File: src/hdl/gort_pkg.sv
package gort_pkg;

  // Request codes carried on req_type
  localparam logic [1:0] REQ_DRAW   = 2'd0;
  localparam logic [1:0] REQ_LOOKUP = 2'd1;
  localparam logic [1:0] REQ_CLEAR  = 2'd2;

  // Statistic start values: min starts high, max starts low
  localparam logic signed [16:0] DIFF_MIN_INIT = 17'sh0ffff;
  localparam logic signed [16:0] DIFF_MAX_INIT = 17'sh10000;

  // Sequencer states
  typedef enum logic [2:0] {
    S_IDLE,
    S_DRAW,
    S_SQ,
    S_SCAN,
    S_CLEAR,
    S_DONE
  } state_t;

  // One stored record; keys are only stored when non-negative
  typedef struct packed {
    logic [14:0]        anchor;
    logic [14:0]        key;
    logic signed [16:0] offset;
  } entry_t;

  // Commands from the sequencer to the statistics unit
  typedef struct packed {
    logic draw;
    logic clear;
    logic hit_inc;
    logic miss_inc;
  } stats_cmd_t;

  // Statistics as reported with each result
  typedef struct packed {
    logic [31:0]        draw_count;
    logic signed [47:0] diff_sum;
    logic [63:0]        diff_sum_sq;
    logic signed [16:0] diff_min;
    logic signed [16:0] diff_max;
    logic [31:0]        lookup_hits;
    logic [31:0]        lookup_misses;
    logic [31:0]        lifetime_draws;
  } stats_t;

endpackage

File: src/hdl/gort_seq.sv
module gort_seq #(
  parameter int DEPTH = 2048,
  parameter int AW    = 11,
  parameter int CW    = 12
) (
  input  logic                 clk,
  input  logic                 rst,
  input  logic                 in_valid,
  output logic                 in_ready,
  input  logic [1:0]           req_type,
  input  logic signed [15:0]   glyph_y,
  input  logic signed [15:0]   slot_top,
  input  logic signed [15:0]   col_anchor,
  input  logic signed [15:0]   slot_key,
  input  logic signed [16:0]   fallback_offset,
  input  logic                 out_free,
  output logic                 done,
  output logic signed [16:0]   found,
  output logic                 hit,
  output logic [CW-1:0]        fill,
  output logic signed [15:0]   cur_glyph_y,
  output logic signed [15:0]   cur_slot_top,
  output gort_pkg::stats_cmd_t cmd,
  output logic                 wr_en,
  output logic [AW-1:0]        wr_addr,
  output gort_pkg::entry_t     wr_data,
  output logic                 rd_en,
  output logic [AW-1:0]        rd_addr,
  input  gort_pkg::entry_t     rd_data
);

  gort_pkg::state_t   state;
  gort_pkg::state_t   state_next;
  logic               accept;
  logic signed [15:0] cur_anchor;
  logic signed [15:0] cur_key;
  logic signed [16:0] cur_fallback;
  logic [CW-1:0]      idx;
  logic               rd_valid;
  logic               match;
  logic               scan_end;
  logic               can_store;

  assign accept = in_valid && in_ready;

  // Compare the record returned by the read against the lookup key
  assign match = rd_valid && !cur_anchor[15] && !cur_key[15]
                 && (rd_data.anchor == cur_anchor[14:0])
                 && (rd_data.key == cur_key[14:0]);
  assign scan_end  = match || (idx >= fill);
  assign can_store = !cur_anchor[15] && !cur_key[15] && (fill < CW'(DEPTH));

  // Next state
  always_comb begin
    state_next = state;
    unique case (state)
      gort_pkg::S_IDLE: begin
        if (accept) begin
          unique case (req_type)
            gort_pkg::REQ_DRAW:   state_next = gort_pkg::S_DRAW;
            gort_pkg::REQ_LOOKUP: state_next = gort_pkg::S_SCAN;
            gort_pkg::REQ_CLEAR:  state_next = gort_pkg::S_CLEAR;
            default:              state_next = gort_pkg::S_DONE;
          endcase
        end
      end
      gort_pkg::S_DRAW:  state_next = gort_pkg::S_SQ;
      gort_pkg::S_SQ:    state_next = gort_pkg::S_DONE;
      gort_pkg::S_CLEAR: state_next = gort_pkg::S_DONE;
      gort_pkg::S_SCAN: begin
        if (scan_end) begin
          state_next = gort_pkg::S_DONE;
        end
      end
      gort_pkg::S_DONE: begin
        if (out_free) begin
          state_next = gort_pkg::S_IDLE;
        end
      end
      default: state_next = gort_pkg::S_IDLE;
    endcase
  end

  // Outputs per state
  always_comb begin
    in_ready     = (state == gort_pkg::S_IDLE);
    done         = (state == gort_pkg::S_DONE) && out_free;
    cmd.draw     = (state == gort_pkg::S_DRAW);
    cmd.clear    = (state == gort_pkg::S_CLEAR);
    cmd.hit_inc  = (state == gort_pkg::S_SCAN) && match;
    cmd.miss_inc = (state == gort_pkg::S_SCAN) && !match && (idx >= fill);
    wr_en        = (state == gort_pkg::S_DRAW) && can_store;
    rd_en        = (state == gort_pkg::S_SCAN) && !scan_end;
  end

  assign wr_addr        = fill[AW-1:0];
  assign rd_addr        = idx[AW-1:0];
  assign wr_data.anchor = cur_anchor[14:0];
  assign wr_data.key    = cur_key[14:0];
  assign wr_data.offset = {cur_glyph_y[15], cur_glyph_y} - {cur_key[15], cur_key};

  // Hold the request while it is worked on
  always_ff @(posedge clk) begin
    if (accept) begin
      cur_glyph_y  <= glyph_y;
      cur_slot_top <= slot_top;
      cur_anchor   <= col_anchor;
      cur_key      <= slot_key;
      cur_fallback <= fallback_offset;
    end
  end

  // Advance state, scan pointer, table fill and lookup answer
  always_ff @(posedge clk) begin
    if (rst) begin
      state    <= gort_pkg::S_IDLE;
      fill     <= '0;
      idx      <= '0;
      rd_valid <= 1'b0;
      found    <= '0;
      hit      <= 1'b0;
    end else begin
      state    <= state_next;
      rd_valid <= rd_en;
      if (accept) begin
        idx   <= '0;
        found <= '0;
        hit   <= 1'b0;
      end
      if (rd_en) begin
        idx <= idx + CW'(1);
      end
      if (wr_en) begin
        fill <= fill + CW'(1);
      end
      if (cmd.clear) begin
        fill <= '0;
      end
      if ((state == gort_pkg::S_SCAN) && scan_end) begin
        hit   <= match;
        found <= match ? rd_data.offset : cur_fallback;
      end
    end
  end

endmodule

File: config.mk
export PLATFORM = sky130hd
export DESIGN_NAME = gort_seq
export DESIGN_NICKNAME = d
export VERILOG_FILES = /design/src/hdl/gort_pkg.sv /design/src/hdl/gort_seq.sv
export SDC_FILE = /design/constraint.sdc
export NUM_CORES = 1
export LEC_CHECK = 0
export ABC_AREA = 1
export BUFFER_PORTS_ARGS = -buffer_cell sky130_fd_sc_hd__buf_2
export CAP_MARGIN = 20
export CORE_UTILIZATION = 49
export DETAILED_ROUTE_END_ITERATION = 6
export MAX_ROUTING_LAYER = met4
export PLACE_DENSITY = 0.88
export SLEW_MARGIN = 10
export SYNTH_ARGS = -nofsm -noshare
export SYNTH_HDL_FRONTEND = slang
export SYNTH_SLANG_ARGS = --single-unit
File: constraint.sdc
create_clock -name clk -period 6.8 [get_ports clk]
set_input_delay 1.36 -clock clk [delete_from_list [all_inputs] [get_ports clk]]
set_output_delay 1.36 -clock clk [all_outputs]
set_load 0.05 [all_outputs]
==> metrics.txt <==
# TYPE chip_impl_metric gauge
chip_impl_metric{name="fin_util",unit=""} 0.628
chip_impl_metric{name="coreArea",unit="mm2"} 0.0138
chip_impl_info{name="synth_top_flop_cell",value="sky130_fd_sc_hd__edfxtp_1"} 1
chip_impl_metric{name="hold_violations",unit=""} 0
chip_impl_metric{name="vias",unit=""} 6238
chip_impl_metric{name="drt_first_iter_violations",unit=""} 478
chip_impl_metric{name="max-vdd-ir-drop",unit="uV"} 276
chip_impl_metric{name="design.die.area",unit="mm2"} 0.0146
chip_impl_info{name="status",value="finished clean"} 1
chip_impl_metric{name="area_of_the_mapped_netlist",unit="mm2"} 0.00693
chip_impl_metric{name="critPathArrivalTime",unit="ns"} 3.70
chip_impl_metric{name="synth_largest_type_area_fraction",unit=""} 0.351
chip_impl_metric{name="share_of_cells_above_drive_strength_1",unit=""} 0.316
chip_impl_metric{name="synth_cells",unit=""} 780
chip_impl_metric{name="route.antenna.remaining_nets",unit=""} 0
chip_impl_metric{name="max_slew_violation_total_from_the_final_report",unit=""} 0
chip_impl_metric{name="cts_num_sinks",unit=""} 127
chip_impl_info{name="timing.critical_path.from_type",value="primary input"} 1
chip_impl_metric{name="filler_cell_count_in_the_final_layout",unit=""} 1140
chip_impl_metric{name="power.density_cell_area",unit="mW/mm2"} 349
chip_impl_metric{name="global_route.overflow_total",unit=""} 0
chip_impl_metric{name="finClkSkew",unit="ns"} 0.00686
chip_impl_metric{name="clk_pin_slew",unit="ns"} 0.06
chip_impl_metric{name="num_io_pins",unit=""} 273
chip_impl_metric{name="synthArstFlopShare",unit=""} 0
chip_impl_metric{name="die-height",unit="um"} 121
chip_impl_metric{name="drv.max_cap_violation_count",unit=""} 0
chip_impl_metric{name="detailedRoute.firstPassIterationCount",unit=""} 5
chip_impl_metric{name="seq_area_frac_synth",unit=""} 0.484
chip_impl_metric{name="tightestPinTransition",unit="ns"} 0.817
chip_impl_metric{name="clock_latency",unit="ns"} 0.42
chip_impl_metric{name="synthToLayoutAreaGrowth",unit="%"} 25.2
chip_impl_info{name="crit_path_kind",value="primary input to primary output"} 1
chip_impl_metric{name="power_leakage",unit="nW"} 4.11
chip_impl_metric{name="cts_max_level",unit=""} 4
chip_impl_metric{name="critPathRequiredTime",unit="ns"} 5.44
chip_impl_metric{name="finalNetCount",unit=""} 1170
chip_impl_metric{name="syn_area_per_cell",unit="um2"} 8.89
chip_impl_metric{name="grtUsageTotal",unit=""} 0.264
chip_impl_metric{name="comb_power_share",unit=""} 0.360
chip_impl_info{name="min-delay-path-class",value="register to register"} 1
chip_impl_metric{name="cts.hold.buffers_added",unit=""} 0
chip_impl_metric{name="synth-edff-count",unit=""} 81
chip_impl_metric{name="pin_count_of_the_biggest_net_entering_global_routing",unit=""} 66
chip_impl_metric{name="final.period_utilization",unit=""} 0.745
chip_impl_metric{name="slew_headroom",unit=""} 0.455
chip_impl_metric{name="power_switching",unit="mW"} 1.30
chip_impl_metric{name="cellInternalPower",unit="mW"} 1.72
chip_impl_info{name="critical_path.slowest_cell",value="sky130_fd_sc_hd__nand2_2"} 1
chip_impl_metric{name="drc",unit=""} 0
chip_impl_metric{name="gp_routability_congestion",unit=""} 0.949
chip_impl_metric{name="drt-total-wl",unit="um"} 18900
chip_impl_metric{name="grt_first_pass_wirelength",unit="um"} 28300
chip_impl_metric{name="die_w",unit="um"} 121
chip_impl_info{name="yosys.area.top_type",value="sky130_fd_sc_hd__edfxtp_1"} 1
chip_impl_metric{name="power_switching_share",unit=""} 0.431
chip_impl_metric{name="final-setup-viol-count",unit=""} 0
chip_impl_info{name="ordered_list_of_cells_on_the_worst_path",value="buf_2, xnor2_1, nand2_1, nor2_1, nand2_1, nor2_4, nand2_2, nand3_2, inv_1, buf_2"} 1
chip_impl_metric{name="synth-seq-cells",unit=""} 127
chip_impl_metric{name="cp_slowest_stage_delay",unit="ns"} 0.46
chip_impl_metric{name="avgRoutedWirePerCell",unit="um"} 15.7
chip_impl_metric{name="setup_tns",unit="ns"} 0
chip_impl_metric{name="numPortBuffers",unit=""} 272
chip_impl_metric{name="sequential_fraction_of_design_power",unit=""} 0.330
chip_impl_metric{name="yosysWarnings",unit=""} 0
chip_impl_metric{name="number_of_antenna_violations_at_the_first_check_in_global_routing",unit=""} 2
chip_impl_metric{name="power",unit="mW"} 3.03
chip_impl_metric{name="cts_buffer_count",unit=""} 17
chip_impl_metric{name="first_global_vias",unit=""} 5694
chip_impl_metric{name="critical_path_peak_fanout",unit=""} 29
chip_impl_metric{name="dpl.hpwl",unit="um"} 14100
chip_impl_metric{name="avgViaCountPerCell",unit=""} 5.20
chip_impl_metric{name="start_util",unit=""} 0.501
chip_impl_metric{name="achievable-frequency",unit="MHz"} 198
chip_impl_metric{name="layout_min_cycle_time",unit="ns"} 5.06
chip_impl_info{name="cts-root-buf",value="sky130_fd_sc_hd__clkbuf_16"} 1
chip_impl_info{name="grt_setup_unrepaired",value="false"} 1
chip_impl_metric{name="rows",unit=""} 43
chip_impl_metric{name="ctsResizeCount",unit=""} 0
chip_impl_metric{name="synth.distinct_cells",unit=""} 39
chip_impl_metric{name="p_clk_frac",unit=""} 0.310
chip_impl_metric{name="synth_fp_nets",unit=""} 945
chip_impl_info{name="post_synth_main_area_contributors",value="sky130_fd_sc_hd__edfxtp_1 (35%), sky130_fd_sc_hd__dfxtp_1 (13%), sky130_fd_sc_hd__nand2_1 (8.7%)"} 1
chip_impl_metric{name="clockBufferDepth",unit=""} 2
chip_impl_info{name="tritoncts",value="done"} 1
chip_impl_info{name="timing.critical_path.to_type",value="primary output"} 1
chip_impl_metric{name="cts_setup_buffers",unit=""} 0
[placed cells by master (no fill, tap or decap), drive strengths merged, types with 20 or more instances in the layout]
cell / netlist / final
edfxtp: 81 / 81
xnor2: 27 / 27
nor2: 48 / 48
nand4: 40 / 40
a21oi: 56 / 56
dfxtp: 46 / 46
nand3: 38 / 38
ha: 30 / 30
buf: 61 / 274
inv: 106 / 118
nand2: 164 / 164
xor2: 21 / 21
o21ai: 20 / 20
[final cells by class]
| type | count | area, um2 | area share |
|---|---|---|---|
| clock inverter | 15 | 188 | 0.0216 |
| clock buffer | 17 | 425 | 0.0490 |
| sequential | 127 | 3350 | 0.386 |
| antenna | 2 | 5.00 | 0.000577 |
| multi-input combinational | 478 | 2710 | 0.312 |
| inverter | 107 | 402 | 0.0463 |
| timing repair buffer | 274 | 1380 | 0.159 |
| tap | 180 | 225 | 0.0259 |
[power groups by stage]
| stage | clock (mW) | combinational (mW) | sequential [mW] |
|---|---|---|---|
| final | 0.939 | 1.09 | 0.999 |
| after global routing | 0.984 | 1.15 | 1.01 |
| after CTS | 0.950 | 1.09 | 0.998 |
| after detailed placement | 0 | 1.08 | 1.01 |
| after global placement | 0 | 1.07 | 1.01 |
| after floorplan | 0 | 0.730 | 1.13 |
[logic make-up after synthesis]
logic type / synth area share
AO/OA/AOI/OAI: 0.0695
flip-flops: 0.484
adder cells (fa/ha/maj): 0.0570
XOR/XNOR: 0.0606
buffers and inverters: 0.127
AND/OR/NAND/NOR: 0.202
[state kept, by name, indices dropped and copies added, names as in the netlist]
register and cells:
hit 1, cur_glyph_y 16, state 3, idx 12
fill 12, cur_fallback 17, cur_key 16, cur_slot_top 16
cur_anchor 16, found 17, rd_valid 1
[per-layer routing]
layer | GRT usage | vias up | wire (um)
met5 | - | - | 0
met3 | 0.0738 | 39 | 1480
met1 | 0.323 | 2880 | 7720
met4 | 0.0957 | 0 | 376
li1 | - | 3012 | -
met2 | 0.416 | 307 | 9280
[critical path, delay by kind of cell]
family                    cells  cell delay (ns)
xor gates and xnor gates      1             0.34
buffers and inverters         3             0.38
and+or+nand+nor               6             1.60
[cell usage after synthesis (3+ instances only)]
library cell	count
sky130_fd_sc_hd__buf_2	4
sky130_fd_sc_hd__nand4_1	40
sky130_fd_sc_hd__edfxtp_1	81
sky130_fd_sc_hd__inv_1	101
sky130_fd_sc_hd__buf_6	3
sky130_fd_sc_hd__o21ai_0	15
sky130_fd_sc_hd__nor4_1	5
sky130_fd_sc_hd__o21bai_1	3
sky130_fd_sc_hd__xnor2_1	27
sky130_fd_sc_hd__ha_1	30
sky130_fd_sc_hd__clkbuf_1	7
sky130_fd_sc_hd__nor3_1	11
sky130_fd_sc_hd__a21oi_1	56
sky130_fd_sc_hd__nand2_1	161
sky130_fd_sc_hd__buf_4	53
sky130_fd_sc_hd__dfxtp_1	46
sky130_fd_sc_hd__nand3_1	36
sky130_fd_sc_hd__o21ai_1	5
sky130_fd_sc_hd__o22ai_1	3
sky130_fd_sc_hd__xor2_1	21
sky130_fd_sc_hd__o31ai_1	3
sky130_fd_sc_hd__inv_2	5
sky130_fd_sc_hd__nor2_1	45
[final timing paths]
kind	startpoint	cells after the start	slack (ns)	endpoint
setup / recovery	rd_data[39]	10	1.74	rd_en
hold / removal	found[9]	2	0.49	found[9]
setup reg to reg	state[1]	9	3.67	found[4]
hold reg to reg	found[9]	2	0.49	found[9]
[through the flow]
stage / setup slack, ns / hold slack, ns / cell area, um2 / cells
after floorplan: 0.940 / 0.462 / 6930 / 780
after global placement: 1.85 / 0.471 / 8060 / 1166
after detailed placement: 1.80 / 0.475 / 8060 / 1166
after CTS: 1.79 / 0.483 / 8670 / 1198
after global routing: 1.48 / 0.508 / 8680 / 1200
final: 1.74 / 0.489 / 8680 / 1200
No activity file was read; power rests on OpenSTA's default activity.
