[config.mk]
export PLATFORM = sky130hd
export DESIGN_NAME = gort_stats
export DESIGN_NICKNAME = d
export VERILOG_FILES = /design/src/hdl/gort_pkg.sv /design/src/hdl/gort_stats.sv
export SDC_FILE = /design/constraint.sdc
export NUM_CORES = 1
export LEC_CHECK = 0
export BUFFER_PORTS_ARGS = -buffer_cell sky130_fd_sc_hd__buf_2
export CORE_MARGIN = 4
export CORE_UTILIZATION = 30
export CTS_BUF_LIST = sky130_fd_sc_hd__clkbuf_8
export DETAILED_ROUTE_END_ITERATION = 8
export HOLD_SLACK_MARGIN = 0.12
export PLACE_DENSITY = 0.45
export SLEW_MARGIN = 20
export SYNTH_ARGS = -nofsm -noshare
export SYNTH_HDL_FRONTEND = slang
export SYNTH_SLANG_ARGS = --single-unit
[constraint.sdc]
create_clock -name clk -period 15.5 [get_ports clk]
set_input_delay 2.325 -clock clk [delete_from_list [all_inputs] [get_ports clk]]
set_output_delay 2.325 -clock clk [all_outputs]
set_load 0.02 [all_outputs]
[src/hdl/gort_pkg.sv]
package gort_pkg;

  // Request codes carried on req_type
  localparam logic [1:0] REQ_DRAW   = 2'd0;
  localparam logic [1:0] REQ_LOOKUP = 2'd1;
  localparam logic [1:0] REQ_CLEAR  = 2'd2;

  // Statistic start values: min starts high, max starts low
  localparam logic signed [16:0] DIFF_MIN_INIT = 17'sh0ffff;
  localparam logic signed [16:0] DIFF_MAX_INIT = 17'sh10000;

  // Sequencer states
  typedef enum logic [2:0] {
    S_IDLE,
    S_DRAW,
    S_SQ,
    S_SCAN,
    S_CLEAR,
    S_DONE
  } state_t;

  // One stored record; keys are only stored when non-negative
  typedef struct packed {
    logic [14:0]        anchor;
    logic [14:0]        key;
    logic signed [16:0] offset;
  } entry_t;

  // Commands from the sequencer to the statistics unit
  typedef struct packed {
    logic draw;
    logic clear;
    logic hit_inc;
    logic miss_inc;
  } stats_cmd_t;

  // Statistics as reported with each result
  typedef struct packed {
    logic [31:0]        draw_count;
    logic signed [47:0] diff_sum;
    logic [63:0]        diff_sum_sq;
    logic signed [16:0] diff_min;
    logic signed [16:0] diff_max;
    logic [31:0]        lookup_hits;
    logic [31:0]        lookup_misses;
    logic [31:0]        lifetime_draws;
  } stats_t;

endpackage

[src/hdl/gort_stats.sv]
module gort_stats (
  input  logic                  clk,
  input  logic                  rst,
  input  gort_pkg::stats_cmd_t  cmd,
  input  logic signed [15:0]    glyph_y,
  input  logic signed [15:0]    slot_top,
  output gort_pkg::stats_t      stats
);

  logic signed [16:0] d;
  logic signed [33:0] prod;
  logic [31:0]        sq;
  logic               sq_pend;
  logic [31:0]        cnt_draw;
  logic signed [47:0] acc_sum;
  logic [63:0]        acc_sq;
  logic signed [16:0] min_d;
  logic signed [16:0] max_d;
  logic [31:0]        cnt_hit;
  logic [31:0]        cnt_miss;
  logic [31:0]        cnt_life;

  // Form the difference and its square
  assign d    = {glyph_y[15], glyph_y} - {slot_top[15], slot_top};
  assign prod = d * d;

  // Register the square before it is accumulated
  always_ff @(posedge clk) begin
    if (cmd.draw) begin
      sq <= prod[31:0];
    end
  end

  // Update counters and running statistics
  always_ff @(posedge clk) begin
    if (rst) begin
      sq_pend  <= 1'b0;
      cnt_draw <= '0;
      acc_sum  <= '0;
      acc_sq   <= '0;
      min_d    <= gort_pkg::DIFF_MIN_INIT;
      max_d    <= gort_pkg::DIFF_MAX_INIT;
      cnt_hit  <= '0;
      cnt_miss <= '0;
      cnt_life <= '0;
    end else begin
      sq_pend <= cmd.draw;
      if (sq_pend) begin
        acc_sq <= acc_sq + {32'd0, sq};
      end
      if (cmd.clear) begin
        cnt_draw <= '0;
        acc_sum  <= '0;
        acc_sq   <= '0;
        min_d    <= gort_pkg::DIFF_MIN_INIT;
        max_d    <= gort_pkg::DIFF_MAX_INIT;
        cnt_hit  <= '0;
        cnt_miss <= '0;
      end
      if (cmd.draw) begin
        cnt_draw <= cnt_draw + 32'd1;
        cnt_life <= cnt_life + 32'd1;
        acc_sum  <= acc_sum + {{31{d[16]}}, d};
        if (d < min_d) begin
          min_d <= d;
        end
        if (d > max_d) begin
          max_d <= d;
        end
      end
      if (cmd.hit_inc) begin
        cnt_hit <= cnt_hit + 32'd1;
      end
      if (cmd.miss_inc) begin
        cnt_miss <= cnt_miss + 32'd1;
      end
    end
  end

  // Report; min and max read as zero while no draws are counted
  always_comb begin
    stats.draw_count     = cnt_draw;
    stats.diff_sum       = acc_sum;
    stats.diff_sum_sq    = acc_sq;
    stats.diff_min       = (cnt_draw != 32'd0) ? min_d : 17'sd0;
    stats.diff_max       = (cnt_draw != 32'd0) ? max_d : 17'sd0;
    stats.lookup_hits    = cnt_hit;
    stats.lookup_misses  = cnt_miss;
    stats.lifetime_draws = cnt_life;
  end

endmodule

==> results of run 1 <==
## critical path: cells and delay by family
family	cells	cell delay, ps
buffers and inverters	8	880
AO/OA/AOI/OAI	16	2910
AND/OR/NAND/NOR	4	680
adder cells (fa/ha/maj)	9	4050
XOR/XNOR	2	780
## how the worst max path moves through the flow
| stage | startpoint | end | slack (ps) |
|---|---|---|---|
| after floorplan | glyph_y[0] | sq[31] | 4450 |
| after global placement | glyph_y[0] | sq[31] | 3730 |
| after detailed placement | glyph_y[0] | sq[31] | 3490 |
| after CTS | glyph_y[0] | sq[31] | 4260 |
| after global routing | glyph_y[0] | sq[31] | 3480 |
| final | glyph_y[0] | sq[31] | 4250 |
## routing by layer
| layer | track usage | up-vias | wire [um] |
|---|---|---|---|
| li1 | - | 11220 | - |
| met1 | 0.2133 | 10890 | 35370 |
| met2 | 0.3126 | 364 | 41550 |
| met3 | 0.03184 | 106 | 3598 |
| met4 | 0.05359 | 0 | 2271 |
| met5 | 0 | - | 0 |
## logic make-up after synthesis
| logic type | Yosys count | synth area share |
|---|---|---|
| buf+inv | 551 | 0.07646 |
| fa+ha+maj | 470 | 0.2883 |
| mux | 62 | 0.02340 |
| flops | 306 | 0.2369 |
| xor+xnor | 189 | 0.06149 |
| compound gates | 542 | 0.1285 |
| simple gates | 1076 | 0.1849 |
## sequential cells by signal (all words and copies together), names as in the netlist
register / flops
sq_pend: 1
max_d: 17
cnt_hit: 32
cnt_miss: 32
acc_sq: 64
sq: 31
min_d: 17
cnt_life: 32
cnt_draw: 32
acc_sum: 48
## Yosys cell counts (34+ instances only)
| cell type | number | area share |
|---|---|---|
| sky130_fd_sc_hd__nand2_1 | 239 | 0.033 |
| sky130_fd_sc_hd__o21ai_0 | 84 | 0.015 |
| sky130_fd_sc_hd__xnor2_1 | 106 | 0.034 |
| sky130_fd_sc_hd__clkbuf_1 | 95 | 0.013 |
| sky130_fd_sc_hd__a21o_1 | 63 | 0.017 |
| sky130_fd_sc_hd__mux2i_1 | 50 | 0.018 |
| sky130_fd_sc_hd__o21bai_1 | 37 | 0.010 |
| sky130_fd_sc_hd__nand3_1 | 116 | 0.021 |
| sky130_fd_sc_hd__fa_1 | 260 | 0.19 |
| sky130_fd_sc_hd__or3_1 | 34 | 0.0078 |
| sky130_fd_sc_hd__xor2_1 | 81 | 0.026 |
| sky130_fd_sc_hd__and3_1 | 84 | 0.019 |
| sky130_fd_sc_hd__ha_1 | 208 | 0.096 |
| sky130_fd_sc_hd__nor2_1 | 397 | 0.055 |
| sky130_fd_sc_hd__inv_1 | 437 | 0.060 |
| sky130_fd_sc_hd__dfxtp_1 | 275 | 0.20 |
| sky130_fd_sc_hd__a21oi_1 | 176 | 0.032 |
## stage by stage
stage	std cells	cell area, um^2	setup WS [ps]
2_1_floorplan	3196	27160	4449
3_3_place_gp	4605	30070	3732
3_5_place_dp	4605	30070	3488
4_1_cts	4722	31410	4259
5_1_grt	4724	31420	3483
6_report	4724	31420	4246
## cell type report
cell class / instances / area, um^2
clock buffer: 79 / 1087
clock inverter: 38 / 255.2
fill: 9574 / 58460
sequential: 306 / 6437
timing repair buffer: 340 / 1783
multi-input combinational: 2339 / 18710
inverter: 444 / 1667
antenna: 2 / 5.005
tap: 1176 / 1471
==> run_results.csv, run 1 <==
group,metric,value,unit
yosys,synthesis.instances,3196,
timing,achievable-frequency,0.08886,GHz
yosys,flops_latches_synth,306,
route,route.antenna.remaining_nets,0,
worst_setup_path,regToRegSetupSlack,11640,ps
worst_setup_path,ff2ff_path_depth,13,
global_routing,maximum_number_of_pins_on_one_net_before_global_route_repair,75,
timing,timing.max_slew.rel_slack,0.3052,
layout,postLayoutCoreUtil,0.3496,
yosys,synthArstFlopShare,0,
worst_setup_path,critPathMaxStageDelay,630,ps
yosys,synth_sequential_area_ratio,0.2369,
route,drt_iter0_drc,1017,
clock_tree,cts_num_sinks,306,
outcome,result_of_the_run,"completed",
layout,layout_common_cells,"462 x sky130_fd_sc_hd__inv_1, 395 x sky130_fd_sc_hd__nor2_1, 309 x sky130_fd_sc_hd__buf_2",
min_path,hold-path-endpoint,"acc_sum[46]",
timing,setup-violations-final,0,
route,routed-via-count,22580,
yosys,yosysWarnings,0,
yosys,synth-main-ff-cell,"sky130_fd_sc_hd__dfxtp_1",
clock_tree,cts.reportedPaths.clkPinSlew,50,ps
die,dieWidth,308.9,um
clock_tree,post_cts_resize_count,0,
placement,numPortBuffers,311,
clock_tree,total_cts_buffers,67,
job,timing.max_cap.violations,0,
timing,fin_crit,11250,ps
global_routing,antenna_found_initial,2,
clock_tree,cts-hold-fix-buffers,0,
route,totalWireLength,82800,um
min_path,worst_hold_path.num_cells,2,
placement,gp_congestion,0.8190,
global_routing,grt_overflow,0,
timing,clock_skew,46.23,ps
layout,area_delta_synth_final,15.66,%
yosys,synth.distinct_cells,87,
yosys,synth_area,0.02716,mm^2
yosys,syn_avg_cell_area,8.499,um^2
die,initial_utilization,0.3022,
global_routing,grt_pass1_wl,131800,um
global_routing,grt_usage,0.1746,
layout,layout.cells.most_common,"sky130_fd_sc_hd__inv_1",
layout,drive_above_1_share,0.1450,
die,die_area,0.09542,mm^2
timing,rsz0062_at_grt,"no",
clock_tree,clk_latency,690,ps
worst_setup_path,cp_slowest_cell,"sky130_fd_sc_hd__xor2_1",
placement,dp.final_hpwl,63170,um
clock_tree,cts_h_tree_depth,3,
route,route.detailed.wl_per_inst,17.53,um
yosys,synth.net_count,3702,
clock_tree,tritoncts,"yes",
worst_setup_path,timing.critical_path.required,15900,ps
clock_tree,post_cts_repair_setup_buffers,0,
die,die_y,308.9,um
timing,setup_total_negative_slack,0,ps
die,ios,312,
worst_setup_path,timing.critical_path.arrival,11660,ps
worst_setup_path,crit-reg2reg-launch,"sq[2]",
route,post_drt_via_cell_ratio,4.780,
worst_setup_path,worstSetupEndpointType,"flop",
route,drt_pre_antenna_iters,7,
clock_tree,cts_root_buf,"sky130_fd_sc_hd__clkbuf_8",
clock_tree,clock_tree_buf_depth,3,
timing,final.period_utilization,0.7260,
die,fp.coreArea,0.08987,mm^2
die,std_cell_rows,110,
global_routing,first_global_vias,23580,
timing,pin_slew_with_the_least_headroom_to_its_limit,1040,ps
layout,nets,4004,
timing,report.final.hold_viol_count,0,
min_path,hold_class,"flop to flop",
timing,final_max_slew_viol_count,0,
timing,fin_hold_ws,475.0,ps
worst_setup_path,critical_path_class,"primary input to flop",
yosys,synth_enable_flop_cells,31,
worst_setup_path,setup.worst_path.start_class,"primary input",
worst_setup_path,worstReg2RegEnd,"acc_sq[50]",
route,remaining_drc_errors,0,
worst_setup_path,critical_path_peak_fanout,14,
min_path,launch_instance_of_the_worst_min_delay_path,"acc_sum[46]",
Power of run 1 is not shown: default switching activity piles up to over one toggle a cycle in this logic, so the estimate is an artifact.
==> run 2, diff against run 1 <==
Settings changed: PLACE_DENSITY 0.45 to 0.46.
Clock period 15.5 ns to 9.8 ns, I/O delays scaled along.
==> run 2 against run 1 <==
Sequential share of layout area shrank 0.48 points. Worst hold slack worse by 2.4 ps. Register-to-register slack worse by 5800 ps. Global-route usage is 0.078 points lower. Count of clock-buffer cells in the layout down 2. Largest cell class unchanged. Non-clock buffer count rose by 104. First-iteration DRC count up 33%. Die area unchanged.
==> run_results.csv, run 2 (same netlist as run 1, synthesis figures left out) <==
group,metric,value,unit
clock_tree,clk_latency,660,ps
clock_tree,cts_root_buf,"sky130_fd_sc_hd__clkbuf_8",
clock_tree,tritoncts,"yes",
worst_setup_path,timing.critical_path.required,10170,ps
global_routing,antenna_found_initial,1,
layout,area_delta_synth_final,18.42,%
timing,report.final.hold_viol_count,0,
route,detailroute.wirelength.met2,40830,um
worst_setup_path,worstSetupEndpointType,"flop",
outcome,result_of_the_run,"completed",
timing,setup_slack,554.1,ps
route,totalWireLength,82750,um
placement,dp.final_hpwl,64810,um
timing,rsz0062_at_grt,"no",
clock_tree,total_cts_buffers,67,
die,ios,312,
placement,dp_slack,-255.7,ps
worst_setup_path,cp_slowest_cell,"sky130_fd_sc_hd__fa_1",
worst_setup_path,critical_path_class,"primary input to flop",
clock_tree,post_cts_repair_setup_buffers,0,
timing,fin_crit,9246,ps
timing,pin_slew_with_the_least_headroom_to_its_limit,1059,ps
die,std_cell_rows,110,
route,drt_pre_antenna_iters,5,
die,die_area,0.09542,mm^2
worst_setup_path,ff2ff_path_depth,15,
route,route.antenna.remaining_nets,0,
layout,drive_above_1_share,0.1681,
layout,largest_reg_flops,64,
clock_tree,clock_tree_buf_depth,3,
timing,final.period_utilization,0.9435,
placement,numPortBuffers,311,
timing,clock_skew,36.58,ps
route,drt_iter0_drc,1357,
route,post_drt_via_cell_ratio,4.750,
clock_tree,cts_h_tree_depth,3,
job,timing.max_cap.violations,0,
global_routing,grt_overflow,0,
route,routed_length_on_met3,3684,um
global_routing,grt_pass1_wl,131100,um
global_routing,maximum_number_of_pins_on_one_net_before_global_route_repair,105,
placement,gp_congestion,0.8352,
min_path,hold_class,"flop to flop",
clock_tree,cts.reportedPaths.clkPinSlew,60,ps
timing,achievable-frequency,0.1082,GHz
route,routed-via-count,22940,
die,initial_utilization,0.3022,
worst_setup_path,critical_path_peak_fanout,3,
die,die_y,308.9,um
timing,timing.max_slew.rel_slack,0.2925,
worst_setup_path,timing.critical_path.arrival,9620,ps
clock_tree,cts_num_sinks,306,
layout,nets,4108,
layout,layout_top_registers,"acc_sq: 64 flops, acc_sum: 48 flops",
layout,max_flop_register,"acc_sq",
worst_setup_path,critPathMaxStageDelay,560,ps
route,remaining_drc_errors,0,
worst_setup_path,setup.worst_path.start_class,"primary input",
global_routing,grt_usage,0.1738,
layout,layout_common_cells,"464 x sky130_fd_sc_hd__inv_1, 395 x sky130_fd_sc_hd__nor2_1, 309 x sky130_fd_sc_hd__buf_2",
route,routed.top_layer,"met4",
clock_tree,cts-hold-fix-buffers,0,
die,dieWidth,308.9,um
min_path,worst_hold_path.num_cells,2,
layout,layout.cells.most_common,"sky130_fd_sc_hd__inv_1",
route,drt-met1-wl,36230,um
timing,final_max_slew_viol_count,0,
route,route.detailed.wl_per_inst,17.14,um
die,fp.coreArea,0.08987,mm^2
timing,setup-violations-final,0,
global_routing,first_global_vias,23190,
==> run 2: cell type report <==
cell class | instances | area (um^2)
inverters | 444 | 1667
multi-input cells | 2339 | 18690
diodes | 1 | 2.502
clock buffers | 77 | 1060
well taps | 1176 | 1471
fillers | 9552 | 57710
clock inverters | 42 | 254.0
repair buffers | 444 | 2589
flip-flops and latches | 306 | 6437
==> run 2: critical path: cells and delay by family <==
family                     cells  cell delay, ps
adders and majority gates      9            3820
xor gates and xnor gates       2             350
and+or+nand+nor                4             520
AOI/OAI and AO/OA             16            2900
buffers and inverters          8             530
==> run 2: final timing paths <==
check | slack, ps | startpoint | endpoint
worst min register to register | 470 | acc_sum[46] | acc_sum[46]
worst max register to register | 5850 | acc_sum[0] | acc_sum[46]
worst min-delay path | 470 | acc_sum[46] | acc_sum[46]
worst max-delay path | 550 | glyph_y[0] | sq[31]
==> run 2: layer usage <==
layer  vias to the layer above  global-route usage
met3                       104             0.03266
li1                      11420                   -
met4                         0             0.04795
met1                     11060              0.2187
met2                       353              0.3055
met5                         -                   0
==> run 2: stage by stage <==
step | setup TNS, ps | hold slack [ps] | cell area, um^2 | util | instances
after detailed placement | -535.0 | 457.4 | 30850 | 0.3432 | 4709
final | 0 | 472.6 | 32170 | 0.3579 | 4829
after global routing | 0 | 478.8 | 32170 | 0.3579 | 4829
after CTS | 0 | 472.9 | 32160 | 0.3578 | 4828
after floorplan | 0 | 485.3 | 27170 | - | 3196
after global placement | -96.80 | 458.2 | 30850 | 0.3432 | 4709
==> run 2: repair_timing <==
item	CTS	global route
setup endpoints to repair	0	2
endpoints found under the hold margin	0	0
resized for setup	0	3
Power of run 2 is left out for the same reason.
